<file path="config.mk">
export PLATFORM = sky130hd
export DESIGN_NAME = fmq_res_queue
export DESIGN_NICKNAME = d
export VERILOG_FILES = /design/src/rtl/fmq_pkg.sv /design/src/rtl/fmq_res_queue.sv
export SDC_FILE = /design/constraint.sdc
export NUM_CORES = 1
export LEC_CHECK = 0
export ABC_AREA = 1
export BUFFER_PORTS_ARGS = -buffer_cell sky130_fd_sc_hd__buf_2
export CORE_MARGIN = 2
export CORE_UTILIZATION = 50
export CTS_BUF_LIST = sky130_fd_sc_hd__clkbuf_8
export DETAILED_ROUTE_END_ITERATION = 8
export PLACE_DENSITY = 0.66
export RECOVER_POWER = 25
export SYNTH_ARGS = -nofsm -noshare
export SYNTH_HDL_FRONTEND = slang
export SYNTH_SLANG_ARGS = --single-unit
</file>
<file path="constraint.sdc">
create_clock -name clk -period 6.5 [get_ports clk]
set_input_delay 0.65 -clock clk [delete_from_list [all_inputs] [get_ports clk]]
set_output_delay 0.65 -clock clk [all_outputs]
set_load 0.02 [all_outputs]
</file>
<file path="src/rtl/fmq_pkg.sv">
// ----------------------------------------------------------------------------
// fmq_pkg
// Shared sizes, codes, types and helpers for the fixed-latency memory queue.
// ----------------------------------------------------------------------------
package fmq_pkg;

  // Storage sizes. MEM_DEPTH is a power of two: addresses wrap on the low bits.
  localparam int MEM_DEPTH          = 1024;
  localparam int WORD_BITS          = 32;
  localparam int REQ_QUEUE_DEPTH    = 16;
  localparam int RESULT_QUEUE_DEPTH = 16;

  // Field widths on the ports
  localparam int CMD_BITS    = 2;
  localparam int ADDR_BITS   = 10;
  localparam int DATA_BITS   = 32;
  localparam int LAT_BITS    = 8;
  localparam int STATUS_BITS = 2;

  localparam int MEM_AW = (MEM_DEPTH > 1) ? $clog2(MEM_DEPTH) : 1;
  localparam int REQ_AW = (REQ_QUEUE_DEPTH > 1) ? $clog2(REQ_QUEUE_DEPTH) : 1;
  localparam int REQ_CW = $clog2(REQ_QUEUE_DEPTH + 1);
  localparam int RES_AW = (RESULT_QUEUE_DEPTH > 1) ? $clog2(RESULT_QUEUE_DEPTH) : 1;
  localparam int RES_CW = $clog2(RESULT_QUEUE_DEPTH + 1);

  localparam logic [LAT_BITS-1:0] LATENCY_RESET = LAT_BITS'(1);

  typedef enum logic [CMD_BITS-1:0] {
    CMD_TICK  = 2'd0,
    CMD_READ  = 2'd1,
    CMD_WRITE = 2'd2,
    CMD_POP   = 2'd3
  } cmd_t;

  typedef enum logic [STATUS_BITS-1:0] {
    STAT_OK        = 2'd0,
    STAT_FULL      = 2'd1,
    STAT_NO_RESULT = 2'd2
  } status_t;

  typedef enum logic {
    KIND_READ  = 1'b0,
    KIND_WRITE = 1'b1
  } kind_t;

  typedef enum logic [1:0] {
    ST_CLEAR,
    ST_RUN,
    ST_RDWAIT
  } state_t;

  typedef struct packed {
    kind_t                 kind;
    logic [ADDR_BITS-1:0]  addr;
    logic [WORD_BITS-1:0]  value;
  } req_entry_t;

  typedef struct packed {
    logic       push;
    logic       pop;
    req_entry_t entry;
  } req_ctrl_t;

  typedef struct packed {
    logic                 push;
    logic                 pop;
    logic [WORD_BITS-1:0] data;
  } res_ctrl_t;

  // Port data to stored word: keep the low WORD_BITS bits
  function automatic logic [WORD_BITS-1:0] to_word(logic [DATA_BITS-1:0] d);
    logic [63:0] ext;
    ext = 64'(d);
    return ext[WORD_BITS-1:0];
  endfunction

  // Stored word to port data: low DATA_BITS bits, zero filled
  function automatic logic [DATA_BITS-1:0] from_word(logic [WORD_BITS-1:0] w);
    logic [63:0] ext;
    ext = 64'(w);
    return ext[DATA_BITS-1:0];
  endfunction

  function automatic logic [MEM_AW-1:0] mem_index(logic [ADDR_BITS-1:0] a);
    logic [ADDR_BITS+MEM_AW-1:0] ext;
    ext = (ADDR_BITS + MEM_AW)'(a);
    return ext[MEM_AW-1:0];
  endfunction

endpackage

</file>
<file path="src/rtl/fmq_res_queue.sv">
// ----------------------------------------------------------------------------
// fmq_res_queue
// Ring buffer of completed read words, popped oldest first.
// ----------------------------------------------------------------------------
module fmq_res_queue (
  input  logic                            clk,
  input  logic                            rst,
  input  fmq_pkg::res_ctrl_t              ctrl,
  output logic [fmq_pkg::WORD_BITS-1:0]   head,
  output logic [fmq_pkg::RES_CW-1:0]      count
);
  import fmq_pkg::*;

  logic [WORD_BITS-1:0] slots [RESULT_QUEUE_DEPTH];
  logic [RES_AW-1:0]    rd_ptr;
  logic [RES_AW-1:0]    wr_ptr;
  logic                 do_push;
  logic                 do_pop;

  function automatic logic [RES_AW-1:0] bump(logic [RES_AW-1:0] p);
    return (p == RES_AW'(RESULT_QUEUE_DEPTH - 1)) ? '0 : p + 1'b1;
  endfunction

  assign do_push = ctrl.push && (count != RES_CW'(RESULT_QUEUE_DEPTH));
  assign do_pop  = ctrl.pop && (count != '0);

  always_ff @(posedge clk) begin
    if (rst) begin
      rd_ptr <= '0;
      wr_ptr <= '0;
      count  <= '0;
    end else begin
      if (do_push) begin
        wr_ptr <= bump(wr_ptr);
      end
      if (do_pop) begin
        rd_ptr <= bump(rd_ptr);
      end
      case ({do_push, do_pop})
        2'b10:   count <= count + 1'b1;
        2'b01:   count <= count - 1'b1;
        default: count <= count;
      endcase
    end
  end

  // entries hold no reset value; only written entries are ever popped
  always_ff @(posedge clk) begin
    if (do_push) begin
      slots[wr_ptr] <= ctrl.data;
    end
  end

  assign head = slots[rd_ptr];

endmodule

</file>
==> qor.yml <==
status:
  outcome: "completed"
critical_path:
  critPathLaunchType: "flop"
  cp_slowest_stage_delay_ps: 740
  crit_path_max_fanout: 69
  path_buf_inv: 2
  crit_arrival_ps: 2930
  path_cells: "buf_4 > o211ai_1 > nand3_1 > nand3_1 > nand2_1 > buf_2"
  r2r_cells: 7
  crit_required_ps: 5850
  cpMostUsedCell: "nand3_1"
  crit_path_end_kind: "primary output"
  cp_slowest_cell: "dfxtp_4"
  path_depth: 6
  critPathKind: "reg2out"
  cp_top_family: "buffers and inverters"
timing:
  period_minus_slack_ps: 3580
  slew-limit-headroom_pct: 30.0
  worst_pin_slew_ps: 1050
  finalSetupTns_ps: 0
  clock.fmax_mhz: 279
  setup_viol: 0
  period_share_pct: 55.1
  rsz0062_at_grt: "false"
  slew_viol_final: 0
  fin_skew_ps: 24.2
  hold_viol: 0
place:
  place_congestion: 0.742
  place_inst: 2330
  port_buffers: 72
  dp_hpwl_um: 22200
final_layout:
  syn_to_final_growth_pct: 10.2
  final_cell_mix: "edfxtp_1 (512), inv_1 (296), nand3_1 (202), nand2_1 (192), a21oi_1 (135)"
  instances_no_fill: 2494
  nFillCells: 3558
  drive_gt1_share_pct: 10.8
  nets: 1879
  layout_commonest_cell: "edfxtp_1"
power:
  internal_power_mw: 5.83
  p_per_area_nw_per_um2: 355
  power_leakage_nw: 8.72
  clock_power_share_pct: 31.0
  seqPwrFrac_pct: 46.6
  irDropWorstVdd_mv: 0.177
  p_switching_mw: 2.73
  netSwitchingFraction_pct: 31.9
  combPwrFrac_pct: 22.3
floorplan:
  initial_core_util_pct: 50.8
  ioPinCount: 73
  core_area_um2: 43100
  dieArea_um2: 45400
  rows: 76
  fp.dieW_um: 213
  die_h_um: 213
worst_hold_path:
  hp-class: "in2reg"
  whs_path_depth: 2
synth:
  synth.area.top_cells: "edfxtp_1 (70%), inv_1 (4.8%), nand3_1 (4.6%), o211ai_1 (4.4%), nand2_1 (3.3%)"
  syn_inst: 1756
  synth_compound_area_share_pct: 10.7
  synth.largest_area_cell: "edfxtp_1"
  synthSimpleGateAreaFrac_pct: 8.55
  syn_area_um2: 21900
  yosysWarnings: 0
  ys_types: 25
  ys_seq_elements: 529
  synth_nets: 1800
  synth_edf_count: 512
  synth_fa_ha_area_share_pct: 0.458
  synth_xor_area_share_pct: 0.240
  synth_top_area_share_pct: 70.3
  avgSynthCellArea_um2: 12.5
  synth-seq-area-share_pct: 71.9
  synth_top_family_by_area: "compound AO/OA/AOI/OAI gates"
  synthArstFlopShare_pct: 0
  ys.flop_type: "edfxtp_1"
  synthMuxAreaShare_pct: 0
cts:
  clk-insertion-delay-late_ps: 660
  h-tree-depth: 3
  clockRootBuffer: "clkbuf_8"
  post-cts-setup-buffer-count: 0
  cts_resized: 0
  numCtsBuffers: 88
  clkTransAtPathRegs_ps: 50
  cts_buffer_depth: 3
  numClockSinks: 529
  hold_buffers: 0
  cts_tree: "built"
drt:
  ant_nets: 0
  num_vias: 13300
  drt_wl_total_um: 47700
  viasPerCell: 5.32
  drt-wirelength-per-cell_um: 19.1
  drc: 0
  first_pass_iters: 5
  drt-initial-drc-count: 1175
flow_run:
  cap_violations: 0
global_routing:
  grt_pass1_wl_um: 73100
  grtUsageTotal_pct: 21.6
  grt_max_degree: 158
  overflow: 0
  grt_pass1_vias: 12800
  antenna_found_initial: 1
## registers in the layout (all words and copies together) (netlist names), named ones only
register  flops
count         5
rd_ptr        4
slots       512
wr_ptr        4
## through the flow
| stage | total power [mW] | hold WS [ps] | util [%] | setup slack [ps] | cell area (um2) |
|---|---|---|---|---|---|
| floorplan | 5.59 | 477 | - | 3600 | 21900 |
| global placement | 5.94 | 496 | 52.3 | 3510 | 22500 |
| detailed placement | 5.98 | 503 | 52.3 | 3560 | 22500 |
| CTS | 8.64 | 252 | 56.0 | 2860 | 24100 |
| global route | 9.02 | 282 | 56.0 | 2670 | 24100 |
| finish | 8.55 | 299 | 56.0 | 2920 | 24100 |
## cell families (layout without fill, tap and decap cells)
group,after synthesis,count (layout)
other,0,1
xor gates and xnor gates,6,6
adders and majority gates,8,8
buffers and inverters,386,538
DFF,529,529
AOI/OAI and AO/OA,400,400
and+or+nand+nor,427,427
## Yosys cell counts, types with 3 or more instances
cell type,count
buf_6,34
nand2_1,192
edfxtp_1,512
a21oi_1,135
buf_1,13
ha_1,8
buf_8,3
xor2_1,5
o21ai_0,68
clkbuf_1,21
nor2_1,28
nand3_1,202
o211ai_1,128
o21ai_1,67
clkbuf_2,8
dfxtp_1,17
buf_4,7
inv_1,279
buf_2,20
## metal layers
layer,GRT usage [%],vias up,wire [um]
met5,0,-,0
met4,7.89,0,1140
met3,4.68,93,3140
met2,35.5,405,23100
met1,28.4,6380,20300
li1,-,6383,-
## power groups by stage
stage          logic [mW]  clock network [mW]  registers (mW)
6_report             1.91                2.66            3.99
5_1_grt              2.15                2.87            4.00
4_1_cts              1.93                2.72            3.98
3_5_place_dp         1.93                   0            4.05
3_3_place_gp         1.89                   0            4.05
2_1_floorplan        1.60                   0            3.99
## layout make-up
cell class / instances / area [um2] / area share [%]
flip-flops and latches: 529 / 15700 / 65.2
multi-input cells: 841 / 4460 / 18.5
clock buffers: 90 / 1240 / 5.14
inverters: 280 / 1050 / 4.36
well taps: 585 / 732 / 3.04
repair buffers: 95 / 539 / 2.24
clock inverters: 73 / 350 / 1.45
diodes: 1 / 2.50 / 0.0104
## path summary, 6_finish.rpt
| path | startpoint | endpoint | slack, ps |
|---|---|---|---|
| setup / recovery | flop | head[2] | 2920 |
| hold / removal | rst | wr_ptr[2] | 300 |
| setup reg to reg | count[3] | slots[13][17] | 3920 |
| hold reg to reg | rd_ptr[3] | flop | 510 |
Note: power is estimated with default switching activity, not from simulation.
