File: src/rtl/fmq_pkg.sv
// ----------------------------------------------------------------------------
// fmq_pkg
// Shared sizes, codes, types and helpers for the fixed-latency memory queue.
// ----------------------------------------------------------------------------
package fmq_pkg;

  // Storage sizes. MEM_DEPTH is a power of two: addresses wrap on the low bits.
  localparam int MEM_DEPTH          = 1024;
  localparam int WORD_BITS          = 32;
  localparam int REQ_QUEUE_DEPTH    = 16;
  localparam int RESULT_QUEUE_DEPTH = 16;

  // Field widths on the ports
  localparam int CMD_BITS    = 2;
  localparam int ADDR_BITS   = 10;
  localparam int DATA_BITS   = 32;
  localparam int LAT_BITS    = 8;
  localparam int STATUS_BITS = 2;

  localparam int MEM_AW = (MEM_DEPTH > 1) ? $clog2(MEM_DEPTH) : 1;
  localparam int REQ_AW = (REQ_QUEUE_DEPTH > 1) ? $clog2(REQ_QUEUE_DEPTH) : 1;
  localparam int REQ_CW = $clog2(REQ_QUEUE_DEPTH + 1);
  localparam int RES_AW = (RESULT_QUEUE_DEPTH > 1) ? $clog2(RESULT_QUEUE_DEPTH) : 1;
  localparam int RES_CW = $clog2(RESULT_QUEUE_DEPTH + 1);

  localparam logic [LAT_BITS-1:0] LATENCY_RESET = LAT_BITS'(1);

  typedef enum logic [CMD_BITS-1:0] {
    CMD_TICK  = 2'd0,
    CMD_READ  = 2'd1,
    CMD_WRITE = 2'd2,
    CMD_POP   = 2'd3
  } cmd_t;

  typedef enum logic [STATUS_BITS-1:0] {
    STAT_OK        = 2'd0,
    STAT_FULL      = 2'd1,
    STAT_NO_RESULT = 2'd2
  } status_t;

  typedef enum logic {
    KIND_READ  = 1'b0,
    KIND_WRITE = 1'b1
  } kind_t;

  typedef enum logic [1:0] {
    ST_CLEAR,
    ST_RUN,
    ST_RDWAIT
  } state_t;

  typedef struct packed {
    kind_t                 kind;
    logic [ADDR_BITS-1:0]  addr;
    logic [WORD_BITS-1:0]  value;
  } req_entry_t;

  typedef struct packed {
    logic       push;
    logic       pop;
    req_entry_t entry;
  } req_ctrl_t;

  typedef struct packed {
    logic                 push;
    logic                 pop;
    logic [WORD_BITS-1:0] data;
  } res_ctrl_t;

  // Port data to stored word: keep the low WORD_BITS bits
  function automatic logic [WORD_BITS-1:0] to_word(logic [DATA_BITS-1:0] d);
    logic [63:0] ext;
    ext = 64'(d);
    return ext[WORD_BITS-1:0];
  endfunction

  // Stored word to port data: low DATA_BITS bits, zero filled
  function automatic logic [DATA_BITS-1:0] from_word(logic [WORD_BITS-1:0] w);
    logic [63:0] ext;
    ext = 64'(w);
    return ext[DATA_BITS-1:0];
  endfunction

  function automatic logic [MEM_AW-1:0] mem_index(logic [ADDR_BITS-1:0] a);
    logic [ADDR_BITS+MEM_AW-1:0] ext;
    ext = (ADDR_BITS + MEM_AW)'(a);
    return ext[MEM_AW-1:0];
  endfunction

endpackage

File: src/rtl/fmq_req_queue.sv
// ----------------------------------------------------------------------------
// fmq_req_queue
// Ring buffer of pending read/write requests; head entry shown at all times.
// ----------------------------------------------------------------------------
module fmq_req_queue (
  input  logic                         clk,
  input  logic                         rst,
  input  fmq_pkg::req_ctrl_t           ctrl,
  output fmq_pkg::req_entry_t          head,
  output logic [fmq_pkg::REQ_CW-1:0]   count
);
  import fmq_pkg::*;

  req_entry_t        slots [REQ_QUEUE_DEPTH];
  logic [REQ_AW-1:0] rd_ptr;
  logic [REQ_AW-1:0] wr_ptr;
  logic              do_push;
  logic              do_pop;

  function automatic logic [REQ_AW-1:0] bump(logic [REQ_AW-1:0] p);
    return (p == REQ_AW'(REQ_QUEUE_DEPTH - 1)) ? '0 : p + 1'b1;
  endfunction

  assign do_push = ctrl.push && (count != REQ_CW'(REQ_QUEUE_DEPTH));
  assign do_pop  = ctrl.pop && (count != '0);

  always_ff @(posedge clk) begin
    if (rst) begin
      rd_ptr <= '0;
      wr_ptr <= '0;
      count  <= '0;
    end else begin
      if (do_push) begin
        wr_ptr <= bump(wr_ptr);
      end
      if (do_pop) begin
        rd_ptr <= bump(rd_ptr);
      end
      case ({do_push, do_pop})
        2'b10:   count <= count + 1'b1;
        2'b01:   count <= count - 1'b1;
        default: count <= count;
      endcase
    end
  end

  always_ff @(posedge clk) begin
    if (do_push) begin
      slots[wr_ptr] <= ctrl.entry;
    end
  end

  assign head = slots[rd_ptr];

endmodule

File: config.mk
export PLATFORM = sky130hd
export DESIGN_NAME = fmq_req_queue
export DESIGN_NICKNAME = d
export VERILOG_FILES = /design/src/rtl/fmq_pkg.sv /design/src/rtl/fmq_req_queue.sv
export SDC_FILE = /design/constraint.sdc
export NUM_CORES = 1
export LEC_CHECK = 0
export BUFFER_PORTS_ARGS = -buffer_cell sky130_fd_sc_hd__clkbuf_2
export CAP_MARGIN = 20
export CORE_ASPECT_RATIO = 2
export CORE_MARGIN = 2
export CORE_UTILIZATION = 65
export CTS_BUF_LIST = sky130_fd_sc_hd__clkbuf_16
export CTS_CLUSTER_DIAMETER = 80
export DETAILED_ROUTE_END_ITERATION = 8
export PLACE_DENSITY_LB_ADDON = 0.3
export SETUP_SLACK_MARGIN = 0.1
export SYNTH_ARGS = -nofsm -noshare
export SYNTH_HDL_FRONTEND = slang
export SYNTH_SLANG_ARGS = --single-unit
export TNS_END_PERCENT = 20
File: constraint.sdc
create_clock -name clk -period 11.03 [get_ports clk]
set_input_delay 2.7575 -clock clk [delete_from_list [all_inputs] [get_ports clk]]
set_output_delay 2.7575 -clock clk [all_outputs]
set_load 0.01 [all_outputs]
==> summary.md <==
| Metric | Value |
|---|---|
| Result of the run | finished clean |
| Height of the chip | 291 µm |
| Hold buffers post-CTS | 0 |
| Fin crit share | 56.9% |
| Number of distinct library cell variants in the gate-level netlist after synthesis | 37 |
| Iteration-0 DRC count of the detailed router | 1159 |
| Combined area of all synthesized cells | 26800 µm² |
| Slowest Stage Delay on Critical Path | 0.76 ns |
| Data required time at the worst endpoint | 8.27 ns |
| Row count | 105 |
| Post-CTS setup buffer count | 0 |
| Number of enable-type register cells in the synthesized netlist | 688 |
| Hold WC Path Type | register to register |
| Register area share after synthesis | 78.5% |
| Overflow left after global routing | 0 |
| Placeable core region | 40900 µm² |
| Final nets | 1242 |
| Wirelength, routed | 58100 µm |
| Commonest register cell after synthesis | sky130_fd_sc_hd__edfxtp_1 |
| Hold path startpoint | wr_ptr[0] |
| Global-route wire length before repair | 85300 µm |
| Placed insts | 1666 |
| Cell leakage power | 9.15 nW |
| Average via count per standard cell | 6.86 |
| Clock network latency to the later pin of the worst-skew pair | 0.59 ns |
| Total power density per cell area | 207 nW/µm² |
| Setup repair after global routing missed its margin | false |
| Setup TNS Final | 0 ns |
| TritonCTS clock tree | built |
| Combinational power share | 17.5% |
| Area occupied by multi-input gates | 5470 µm² |
| Share of layout cells above drive strength 1 | 36.1% |
| Most used cells in the layout excluding fill and tap cells | 688 x sky130_fd_sc_hd__edfxtp_1, 215 x sky130_fd_sc_hd__mux4_2, 94 x sky130_fd_sc_hd__clkbuf_2, 57 x sky130_fd_sc_hd__clkbuf_16, 21 x sky130_fd_sc_hd__buf_4 |
| Vias post-DR | 12100 |
| Sinks on Clock Net | 705 |
| Cts bufs inserted | 54 |
| Crit path buffers/inverters | 2 |
| Leading cell type in the layout, fill and taps excluded | sky130_fd_sc_hd__edfxtp_1 |
| Internal power of the cells | 4.64 mW |
| Final Cell Area | 29600 µm² |
| Post-synthesis net count | 1124 |
| Worst max-slew margin expressed relative to the limit | 34.4% |
| Crit-path leading delay family | multiplexers |
| Endpoint class of the critical path | output pin |
| Arr. time, crit path | 3.51 ns |
| Area after detailed placement | 27800 µm² |
| I/O pin count | 95 |
| Number of maximum-capacitance violations | 0 |
| # DRC | 0 |
| Net Sw Frac | 24.4% |
| Worst R2R Setup Slack | 7.91 ns |
| Number of filler instances in the final layout | 2203 |
| Maximum clock insertion buffer count | 3 |
| Part of the power in registers | 50.2% |
| Buffers on Ports | 94 |
| Die area | 42900 µm² |
| Number of cells in the finished layout apart from fillers | 1768 |
| PostCTS Resize Cnt | 0 |
| Worst setup SP type | register |
| Average routed wire per standard cell | 32.9 µm |
| Number of nets with antenna violations after detailed routing | 0 |
| Logic depth of the worst register-to-register path | 10 |
| Endpoint with the worst hold slack | wr_ptr[0] |
| Switching Power | 1.50 mW |
| Critical-path cell with the highest stage delay | sky130_fd_sc_hd__dfxtp_4 |
| Final setup viols | 0 |
| Count of warnings emitted by yosys | 0 |
| Maximum vdd ir drop | 187 µV |
| Max-slew violation count | 0 |
| Die W | 147 µm |
| Combined flip-flop and latch cell area | 21000 µm² |
| Area added between synthesis and finish | 10.7% |
| Global-route total usage across every layer | 28.1% |
| Category of the most critical setup path | register to output pin |
| Total power | 6.14 mW |
| Total of flip-flops plus latches after synthesis | 705 |
| Number of cells on the worst hold path | 2 |
| Last weighted congestion value of the routability-driven placer | 0.736 |
| Final count of hold timing violations | 0 |
| Clock root buffer | sky130_fd_sc_hd__clkbuf_16 |
| Number of optimization iterations in the first detailed-route pass | 5 |
| Gate count of the mapped netlist | 1069 |
| Upper clock frequency limit | 159 MHz |
| Clock share of power | 32.3% |
| Final critical path time including I/O delays and setup | 6.27 ns |
| Critical Path, Cell by Cell | buf_12 -> mux4_2 -> mux4_2 -> clkbuf_2 |
| Most used cell, CP | sky130_fd_sc_hd__mux4_2 |
| Worst Path Max Fanout | 101 |
| Origin of the critical flop-to-flop path | count[3] |
| Transition time at the pin with the least slew margin | 0.984 ns |
| Initial standard-cell utilization of the core | 65.5% |
| Maximum level of the CTS H-tree | 2 |
| Clock tree skew after final layout | 0.0145 ns |
| Largest net degree at the start of global routing | 102 |
| Initial antenna violation count | 2 |
| Via count of the first global-routing pass | 12900 |
| Dpl hpwl | 27000 µm |
| Fraction of registers with async set/reset | 0% |
| R2R Path End | count[4] |
| Worst-path clk slew | 0.07 ns |
| Mean instance size in the synthesized netlist | 25.0 µm² |
synthesized netlist by cell type, types with 2 or more instances:
cell | n | area [µm²]
sky130_fd_sc_hd__buf_1 | 5 | 18.8
sky130_fd_sc_hd__and3_1 | 7 | 43.8
sky130_fd_sc_hd__buf_6 | 10 | 113
sky130_fd_sc_hd__a21oi_1 | 6 | 30.0
sky130_fd_sc_hd__and4_1 | 3 | 26.3
sky130_fd_sc_hd__or3_1 | 2 | 12.5
sky130_fd_sc_hd__xor2_1 | 6 | 52.6
sky130_fd_sc_hd__o211ai_1 | 2 | 15.0
sky130_fd_sc_hd__nor2_1 | 12 | 45.0
sky130_fd_sc_hd__mux4_2 | 215 | 4840
sky130_fd_sc_hd__mux2_2 | 2 | 22.5
sky130_fd_sc_hd__a31oi_1 | 2 | 12.5
sky130_fd_sc_hd__and2_1 | 4 | 25.0
sky130_fd_sc_hd__dfxtp_1 | 17 | 340
sky130_fd_sc_hd__nor3_1 | 3 | 15.0
sky130_fd_sc_hd__nand3_1 | 6 | 30.0
sky130_fd_sc_hd__mux2i_1 | 2 | 20.0
sky130_fd_sc_hd__inv_1 | 6 | 22.5
sky130_fd_sc_hd__ha_1 | 8 | 100
sky130_fd_sc_hd__nand2_1 | 8 | 30.0
sky130_fd_sc_hd__o21a_1 | 2 | 15.0
sky130_fd_sc_hd__o21ai_0 | 2 | 10.0
sky130_fd_sc_hd__buf_2 | 12 | 60.1
sky130_fd_sc_hd__edfxtp_1 | 688 | 20700
sky130_fd_sc_hd__clkbuf_1 | 27 | 101
cell families after synthesis:
logic type                 after synthesis  share of synthesized area [%]
xor gates and xnor gates                 6                          0.196
muxes                                  219                           18.3
AOI/OAI and AO/OA                       21                          0.528
and+or+nand+nor                         49                          0.963
DFF                                    705                           78.5
buffers and inverters                   61                           1.19
adders and majority gates                8                          0.374
tightest hold or removal path, cell delays in order, from the launching register on:
cell	delay, ns
sky130_fd_sc_hd__dfxtp_1	0.35
sky130_fd_sc_hd__nand2_1	0.07
sky130_fd_sc_hd__a21oi_1	0.06
registers in the layout, summed over array words and instances (netlist names), named ones only:
| signal | flops |
|---|---|
| slots | 688 |
| rd_ptr | 4 |
| count | 5 |
| wr_ptr | 4 |
worst max-delay path by stage:
stage                  endpoint  cells past startpoint
CTS                    head[13]                      4
detailed placement     head[13]                      4
floorplan           slots[7][0]                      3
finish                 head[42]                      4
global placement       head[10]                      4
global route           head[42]                      4
power groups by stage:
stage / clock [mW] / sequential [mW] / combinational (mW)
final: 1.98 / 3.08 / 1.08
after CTS: 2.00 / 3.09 / 1.10
after detailed placement: 0 / 3.14 / 1.08
after floorplan: 0 / 3.09 / 0.862
after global placement: 0 / 3.13 / 1.06
after global routing: 2.08 / 3.09 / 1.15
routing by layer:
layer / global-route usage, % / part of all wire (%) / vias to the layer above
li1: - / - / 4855
met1: 37.9 / 36 / 6499
met2: 48.1 / 54 / 642
met3: 3.68 / 7.1 / 126
met4: 9.92 / 3.1 / 0
met5: 0 / 0 / -
area by class of cell:
| cell class | instances | area share, % |
|---|---|---|
| clock buffers | 57 | 4.82 |
| flip-flops and latches | 705 | 70.9 |
| well taps | 535 | 2.26 |
| multi-input cells | 303 | 18.5 |
| repair buffers | 116 | 2.19 |
| diodes | 2 | 0.0169 |
| inverters | 7 | 0.0887 |
| clock inverters | 43 | 1.24 |
per-stage QoR:
step           hold WS (ns)  util (%)  setup WS (ns)
2_1_floorplan         0.477         -           4.46
3_3_place_gp          0.489      68.1           5.37
3_5_place_dp          0.505      68.1           5.31
4_1_cts               0.518      72.5           4.68
5_1_grt               0.546      72.5           4.54
6_report              0.521      72.5           4.76
(Power assumes the default switching activity.)
