## config.mk

```make
export PLATFORM = sky130hd
export DESIGN_NAME = fmq_word_ram
export DESIGN_NICKNAME = d
export VERILOG_FILES = /design/src/rtl/fmq_word_ram.sv
export SDC_FILE = /design/constraint.sdc
export NUM_CORES = 1
export LEC_CHECK = 0
export BUFFER_PORTS_ARGS = -buffer_cell sky130_fd_sc_hd__buf_2
export CORE_MARGIN = 3
export CORE_UTILIZATION = 25
export DETAILED_ROUTE_END_ITERATION = 10
export MAX_ROUTING_LAYER = met4
export SLEW_MARGIN = 0
export SYNTH_ARGS = -nofsm -noshare
export SYNTH_HDL_FRONTEND = slang
export SYNTH_SLANG_ARGS = --single-unit
```

## constraint.sdc

```tcl
create_clock -name clk -period 1.49 [get_ports clk]
set_clock_uncertainty 0.1 [all_clocks]
set_input_delay 0.2235 -clock clk [delete_from_list [all_inputs] [get_ports clk]]
set_output_delay 0.2235 -clock clk [all_outputs]
set_load 0.05 [all_outputs]
```

## src/rtl/fmq_word_ram.sv

```systemverilog
// ----------------------------------------------------------------------------
// fmq_word_ram
// Simple dual-port word RAM, one write and one registered read per cycle.
// ----------------------------------------------------------------------------
module fmq_word_ram #(
  parameter  int DEPTH = 2,
  parameter  int WIDTH = 8,
  localparam int AW    = (DEPTH > 1) ? $clog2(DEPTH) : 1
) (
  input  logic             clk,
  input  logic             we,
  input  logic [AW-1:0]    waddr,
  input  logic [WIDTH-1:0] wdata,
  input  logic             re,
  input  logic [AW-1:0]    raddr,
  output logic [WIDTH-1:0] rdata
);

  logic [WIDTH-1:0] mem [DEPTH];

  always_ff @(posedge clk) begin
    if (we) begin
      mem[waddr] <= wdata;
    end
  end

  always_ff @(posedge clk) begin
    if (re) begin
      rdata <= mem[raddr];
    end
  end

endmodule

```

==> impl_metrics.env, run 1 <==
export IMPL_seq_area_frac_synth_pct=83.4
export IMPL_hold_viol=0
export IMPL_power_mw=1.42
export IMPL_critPathSlowestCell="edfxtp_1"
export IMPL_yosys_area_share_simple_pct=1.45
export IMPL_cp_max_fo=1
export IMPL_wire_per_inst_um=10.2
export IMPL_hold_ws_ns=0.151
export IMPL_cts_tree="done"
export IMPL_rsz0062_at_grt="false"
export IMPL_max_stage_delay_ns=0.35
export IMPL_worst_setup_path_end_kind="output port"
export IMPL_cts_inserted_buffers=3
export IMPL_clk_path_buf_depth=2
export IMPL_synth_cell_area_um2=865
export IMPL_leakage_nw=0.444
export IMPL_die_h_um=64.8
export IMPL_place_gp_congestion=0.615
export IMPL_cts_root_buf="clkbuf_4"
export IMPL_vias_per_cell=3.67
export IMPL_max_cap_violations=0
export IMPL_antenna_left=0
export IMPL_worstMarginPinSlew_ns=0.361
export IMPL_drc_errors=0
export IMPL_crit_chain="buf_2"
export IMPL_coreArea_um2=3180
export IMPL_drt_iter0_markers=12
export IMPL_yosys_mux_area_fraction_pct=13.9
export IMPL_syn2layout_area_growth_pct=32.9
export IMPL_outcome="finished clean"
export IMPL_path_clk_slew_ns=0.13
export IMPL_dr_pass1_iters=4
export IMPL_synth_adder_area_share_pct=0
export IMPL_io_buffers=20
export IMPL_setup_tns_ns=0
export IMPL_diodes=0
export IMPL_h_tree_depth=1
export IMPL_final_common_cell="edfxtp_1"
export IMPL_antenna_found_initial=0
export IMPL_netlist_instances=35
export IMPL_synth_warnings=0
export IMPL_start_util_pct=27.2
export IMPL_hp_class="in2reg"
export IMPL_grt_use_total_pct=6.35
export IMPL_cp_data_arrival_time_ns=0.91
export IMPL_path_buf_inv=1
export IMPL_synth_seq_cells=24
export IMPL_drive_gt1_share_pct=49.3
export IMPL_syn_num_nets=48
export IMPL_cts_sinks=24
export IMPL_crit_required_ns=1.17
export IMPL_num_vias=407
export IMPL_grt_start_max_net_pins=15
export IMPL_wl_um=1130
export IMPL_fin_nets=81
export IMPL_overflow=0
export IMPL_slew_headroom_pct=75.9
export IMPL_rows=20
export IMPL_die_w_um=64.8
export IMPL_io_pins=21
export IMPL_clkLatencyLatePin_ns=0.30
export IMPL_grt_pass1_vias=396
export IMPL_final_cell_mix="edfxtp_1, buf_2, mux2_4, dlygate4sd3_1, clkbuf_4"
export IMPL_grt_pass1_wl_um=1900
export IMPL_start_kind="flop"
export IMPL_dieArea_um2=4200
export IMPL_fmax_mhz=813
export IMPL_synthDistinctLibCells=5
export IMPL_syn_area_per_cell_um2=24.7
export IMPL_finalSetupViolCount=0
export IMPL_crit_family="flip-flops"
export IMPL_power_density_nw_per_um2=1230
export IMPL_synth_compound_area_share_pct=0
export IMPL_peakVddDrop_uv=338
export IMPL_synth_top_family_by_area="multiplexers"
export IMPL_cts_resized=0
export IMPL_finalCriticalPeriod_ns=1.23
export IMPL_min_period_over_period_pct=82.5
export IMPL_report_final_slew_viol_count=0
export IMPL_synth_xor_area_share_pct=0
export IMPL_critPathKind="reg2out"
-- final cells by class --
type	instances	area, um^2
Clock buffer	3	22.5
Clock inverter	1	30.0
Fill cell	311	2030
Multi-Input combinational cell	10	133
Sequential cell	24	721
Tap cell	44	55.1
Timing Repair Buffer	29	188
-- worst paths after layout --
kind | from | endpoint | slack [ns] | cells past startpoint
worst max-delay path | rdata[5] | rdata[5] | 0.26 | 1
worst min-delay path | re | rdata[7] | 0.15 | 1
worst max register to register | mem[1][3] | rdata[3] | 0.49 | 1
worst min register to register | mem[0][7] | rdata[7] | 0.46 | 1
-- cell families (layout without fill, tap and decap cells) --
logic type	Yosys count	after routing
mux	8	8
simple gates	2	2
flops	24	24
buf+inv	1	33
-- registers in the layout (all words and copies together), names as in the netlist --
register	cells
mem	16
rdata	8
-- per-stage QoR --
stage | worst slack (ns) | cell area, um^2 | instances | util (%)
after floorplan | 0.373 | 865 | 35 | -
after CTS | 0.232 | 1130 | 109 | 35.5
after global placement | 0.350 | 1020 | 99 | 32.0
after global routing | 0.197 | 1150 | 111 | 36.1
final | 0.260 | 1150 | 111 | 36.1
after detailed placement | 0.328 | 1020 | 99 | 32.0
-- synthesized netlist by cell type, drive strengths merged --
cell type,instances,share of area [%]
nor2b,1,0.72
edfxtp,24,83
mux2,8,14
buf,1,1.3
and2,1,0.72
-- routing by layer --
layer	GRT usage (%)	up-vias	part of all wire, %
met5	-	-	0
met2	9.71	16	48
li1	-	199	-
met4	3.96	0	0.62
met1	6.95	190	43
met3	2.43	2	8.0
-- power breakdown --
part           internal (mW)  switching [mW]
clock network          0.272           0.180
registers              0.796          0.0105
logic                 0.0669          0.0927
-- timing repair --
item | CTS | global route
hold buffers | 6 | 2
buffers inserted | 0 | 0
hold endpoints to repair | 12 | 4
No activity file was read; power rests on OpenSTA's default activity.
==> run 2, diff against run 1 <==
==> constraint.sdc (replaced) <==
create_clock -name clk -period 1.2 [get_ports clk]
set_clock_uncertainty 0.1 [all_clocks]
set_input_delay 0.18 -clock clk [delete_from_list [all_inputs] [get_ports clk]]
set_output_delay 0.18 -clock clk [all_outputs]
set_load 0.05 [all_outputs]
==> impl_metrics.env, run 2 (synthesis gave the netlist of run 1 again) <==
export IMPL_die_h_um=64.8
export IMPL_io_pins=21
export IMPL_crit_start="rdata[6]"
export IMPL_finalCriticalPeriod_ns=1.16
export IMPL_num_vias=406
export IMPL_path_clk_slew_ns=0.12
export IMPL_coreArea_um2=3180
export IMPL_cts_sinks=24
export IMPL_overflow=0
export IMPL_final_common_cell="edfxtp_1"
export IMPL_dieArea_um2=4200
export IMPL_min_period_over_period_pct=97.1
export IMPL_critPathSlowestCell="edfxtp_1"
export IMPL_outcome="finished clean"
export IMPL_cp_max_fo=1
export IMPL_antenna_left=0
export IMPL_grt_pass1_wl_um=1750
export IMPL_diodes=0
export IMPL_antenna_found_initial=0
export IMPL_start_kind="flop"
export IMPL_crit_family="flip-flops"
export IMPL_cts_setup_buffers=0
export IMPL_wire_per_inst_um=10.4
export IMPL_crit_chain="buf_4"
export IMPL_crit_required_ns=0.92
export IMPL_grt_use_total_pct=5.98
export IMPL_r2r_start="mem[1][3]"
export IMPL_grt_start_max_net_pins=13
export IMPL_crit_end="rdata[6]"
export IMPL_hold_viol=0
export IMPL_h_tree_depth=1
export IMPL_fin_nets=82
export IMPL_fin_ws_ns=0.0353
export IMPL_r2r_cells=1
export IMPL_syn2layout_area_growth_pct=36.2
export IMPL_dp_slack_ns=0.0797
export IMPL_rr_endpoint="rdata[3]"
export IMPL_reg2reg_slack_ns=0.21
export IMPL_dr_pass1_iters=2
export IMPL_cts_tree="done"
export IMPL_wl_um=1150
export IMPL_power_density_nw_per_um2=1330
export IMPL_slew_headroom_pct=83.2
export IMPL_hp_class="in2reg"
export IMPL_peakVddDrop_uv=361
export IMPL_drive_gt1_share_pct=49.3
export IMPL_finalSetupViolCount=0
export IMPL_drt_iter0_markers=12
export IMPL_clkLatencyLatePin_ns=0.31
export IMPL_leakage_nw=0.452
export IMPL_vias_per_cell=3.66
export IMPL_drc_errors=0
export IMPL_path_depth=1
export IMPL_rows=20
export IMPL_clk_path_buf_depth=2
export IMPL_cts_inserted_buffers=3
export IMPL_start_util_pct=27.2
export IMPL_max_cap_violations=0
export IMPL_hold_ws_ns=0.103
export IMPL_critPathKind="reg2out"
export IMPL_fmax_mhz=859
export IMPL_report_final_slew_viol_count=0
export IMPL_regMostFlops="mem"
export IMPL_io_buffers=20
export IMPL_cp_data_arrival_time_ns=0.88
export IMPL_cts_root_buf="clkbuf_4"
export IMPL_die_w_um=64.8
export IMPL_max_stage_delay_ns=0.38
export IMPL_final_cell_mix="edfxtp_1, buf_2, mux2_4, dlygate4sd3_1, buf_6"
export IMPL_place_gp_congestion=0.608
export IMPL_grt_pass1_vias=383
export IMPL_worst_setup_path_end_kind="output port"
export IMPL_largest_register_ffs=16
export IMPL_top_regs="mem x16, rdata x8"
export IMPL_worstMarginPinSlew_ns=0.252
export IMPL_path_buf_inv=1
run 2: cell count changes in the layout (fill, tap and decap cells not counted), sizes merged:
cell | before | now
bufinv | 1 | 0
buf | 21 | 22
run 2: where the power goes:
| part | internal (mW) | switching (mW) | total (mW) |
|---|---|---|---|
| Clock | 0.117 | 0.222 | 0.339 |
| Sequential | 0.989 | 0.0161 | 1.01 |
| Combinational | 0.108 | 0.116 | 0.224 |
run 2: worst min path at each step:
stage                         from   endpoint  cells after the start
final                           re   rdata[5]                      1
after floorplan           wdata[0]  mem[0][0]                      0
after CTS                       re   rdata[3]                      1
after detailed placement  wdata[6]  mem[0][6]                      1
after global routing            re   rdata[3]                      1
after global placement    wdata[6]  mem[1][6]                      1
run 2: what timing repair did:
item | 4_1_cts | 5_1_grt
hold buffers | 8 | 0
gates resized for setup | 0 | 21
setup endpoints to repair | 0 | 8
endpoints found under the hold margin | 16 | 0
run 2: per-stage QoR:
stage,total power [mW],TNS [ns],instance area (um^2),util [%],std cells
final,1.57,0,1180,37.0,111
after global routing,1.64,-0.0203,1180,37.0,111
after CTS,1.56,0,1140,35.8,111
after detailed placement,1.21,0,1040,32.6,100
after global placement,1.21,0,1040,32.6,100
after floorplan,1.15,0,865,-,35
run 2: layout make-up:
type / instances / area, um^2
fill: 298 / 2000
sequential: 24 / 721
timing repair buffer: 30 / 246
multi-input combinational: 10 / 133
tap: 44 / 55.1
clock buffer: 3 / 22.5
run 2: routing by layer:
metal / part of all wire (%) / track usage, % / wire length [um] / up-vias
met5: 0 / - / 0 / -
met4: 2.6 / 5.54 / 30 / 0
met3: 7.6 / 1.73 / 87 / 4
met2: 44 / 8.56 / 505 / 18
met1: 46 / 6.63 / 527 / 184
li1: - / - / - / 200
==> run 3, diff against run 2 <==
--- a/config.mk
+++ b/config.mk
@@ -6,7 +6,7 @@
 export NUM_CORES = 1
 export LEC_CHECK = 0
 export BUFFER_PORTS_ARGS = -buffer_cell sky130_fd_sc_hd__buf_2
-export CORE_MARGIN = 3
+export CORE_MARGIN = 2
 export CORE_UTILIZATION = 25
 export DETAILED_ROUTE_END_ITERATION = 10
 export MAX_ROUTING_LAYER = met4
==> impl_metrics.env, run 3 (synthesis gave the netlist of run 1 again) <==
export IMPL_critPathKind="reg2out"
export IMPL_crit_chain="buf_2"
export IMPL_clock_power_share_pct=31.4
export IMPL_drt_iter0_markers=11
export IMPL_cts_sinks=24
export IMPL_dp_slack_ns=0.0895
export IMPL_power_mw=1.77
export IMPL_vias_per_cell=3.48
export IMPL_antenna_left=0
export IMPL_dieArea_um2=3940
export IMPL_reg2reg_slack_ns=0.20
export IMPL_path_buf_inv=1
export IMPL_internal_power_mw=1.42
export IMPL_fin_area_um2=1180
export IMPL_largest_register_ffs=16
export IMPL_grt_pass1_vias=407
export IMPL_fmax_mhz=858
export IMPL_dpl_cell_count=101
export IMPL_peakVddDrop_uv=415
export IMPL_max_cap_violations=0
export IMPL_diodes=0
export IMPL_cts_inserted_buffers=3
export IMPL_switchingPower_uw=348
export IMPL_finalNonFillerCells=113
export IMPL_r2r_start="mem[0][1]"
export IMPL_antenna_found_initial=0
export IMPL_critPathSlowestCell="edfxtp_1"
export IMPL_hold_ws_ns=0.0985
export IMPL_p_seq_share_pct=56.7
export IMPL_coreArea_um2=3340
export IMPL_crit_required_ns=0.92
export IMPL_outcome="finished clean"
export IMPL_start_kind="flop"
export IMPL_leakage_nw=0.453
export IMPL_grt_pass1_wl_um=1780
export IMPL_r2r_cells=1
export IMPL_path_clk_slew_ns=0.12
export IMPL_setup_tns_ns=0
export IMPL_power_share_combinational_pct=11.9
export IMPL_die_h_um=62.8
export IMPL_top_regs="mem x16, rdata x8"
export IMPL_place_gp_congestion=0.605
export IMPL_final_cell_mix="edfxtp_1, buf_2, mux2_4, dlygate4sd3_1, buf_6"
export IMPL_rows=21
export IMPL_postLayoutCoreUtil_pct=35.3
export IMPL_finalCriticalPeriod_ns=1.17
export IMPL_final_common_cell="edfxtp_1"
export IMPL_wire_per_inst_um=9.40
export IMPL_crit_end="rdata[5]"
export IMPL_syn2layout_area_growth_pct=36.3
export IMPL_finalSetupViolCount=0
export IMPL_seq_area_um2=721
export IMPL_placed_cell_area_um2=1020
export IMPL_grt_use_total_pct=6.13
export IMPL_max_stage_delay_ns=0.34
export IMPL_cts_tree="done"
export IMPL_min_period_over_period_pct=97.2
export IMPL_slew_headroom_pct=75.2
export IMPL_fill_cells=328
export IMPL_hold_viol=0
export IMPL_fin_nets=81
export IMPL_drive_gt1_share_pct=49.3
export IMPL_worst_setup_path_end_kind="output port"
export IMPL_cts_setup_buffers=0
export IMPL_path_depth=1
export IMPL_report_final_slew_viol_count=0
export IMPL_wl_um=1060
export IMPL_clk_path_buf_depth=2
export IMPL_cts_root_buf="clkbuf_4"
export IMPL_grt_start_max_net_pins=15
export IMPL_hp_class="in2reg"
export IMPL_regMostFlops="mem"
export IMPL_overflow=0
export IMPL_die_w_um=62.8
export IMPL_num_vias=393
export IMPL_fin_ws_ns=0.0339
export IMPL_io_pins=21
export IMPL_io_buffers=20
export IMPL_cp_max_fo=1
export IMPL_cp_data_arrival_time_ns=0.89
export IMPL_rr_endpoint="rdata[1]"
export IMPL_dr_pass1_iters=3
export IMPL_multi_input_area_um2=133
export IMPL_crit_start="rdata[5]"
export IMPL_netSwitchingFraction_pct=19.6
export IMPL_start_util_pct=25.9
export IMPL_hold_start="re"
export IMPL_h_tree_depth=1
export IMPL_clkLatencyLatePin_ns=0.30
export IMPL_power_density_nw_per_um2=1500
export IMPL_worstMarginPinSlew_ns=0.371
export IMPL_drc_errors=0
export IMPL_crit_family="flip-flops"
[run 3: area by class of cell]
cell class / count / share of cell area (%)
multi-input combinational: 10 / 11.3
clock inverter: 1 / 2.55
tap: 46 / 4.88
clock buffer: 3 / 1.91
sequential: 24 / 61.1
timing repair buffer: 29 / 18.3
[run 3: power by group through the flow]
stage / combinational, mW / sequential, mW / clock (mW)
after global routing: 0.221 / 1.01 / 0.590
after global placement: 0.177 / 1.02 / 0
final: 0.210 / 1.00 / 0.556
after detailed placement: 0.180 / 1.02 / 0
after CTS: 0.200 / 1.00 / 0.572
after floorplan: 0.0573 / 1.09 / 0
[run 3: timing repair]
item / in CTS / in global routing
setup endpoints to repair: 0 / 5
resized for setup: 0 / 14
hold buffers: 8 / 0
hold endpoints to repair: 16 / 0
[run 3: layer usage]
metal / share of wire [%] / vias to the layer above / global-route usage [%]
met3: 5.1 / 2 / 1.08
met2: 45 / 17 / 8.74
met5: 0 / - / -
met1: 47 / 173 / 7.23
li1: - / 201 / -
met4: 3.2 / 0 / 5.83
[run 3: worst min path at each step]
| stage | endpoint | slack, ns | cells past startpoint |
|---|---|---|---|
| after floorplan | mem[0][0] | 0.18 | 0 |
| after global placement | mem[0][7] | 0.27 | 1 |
| after detailed placement | mem[0][7] | 0.27 | 1 |
| after CTS | rdata[5] | 0.1 | 1 |
| after global routing | rdata[5] | 0.11 | 1 |
| final | rdata[5] | 0.1 | 1 |
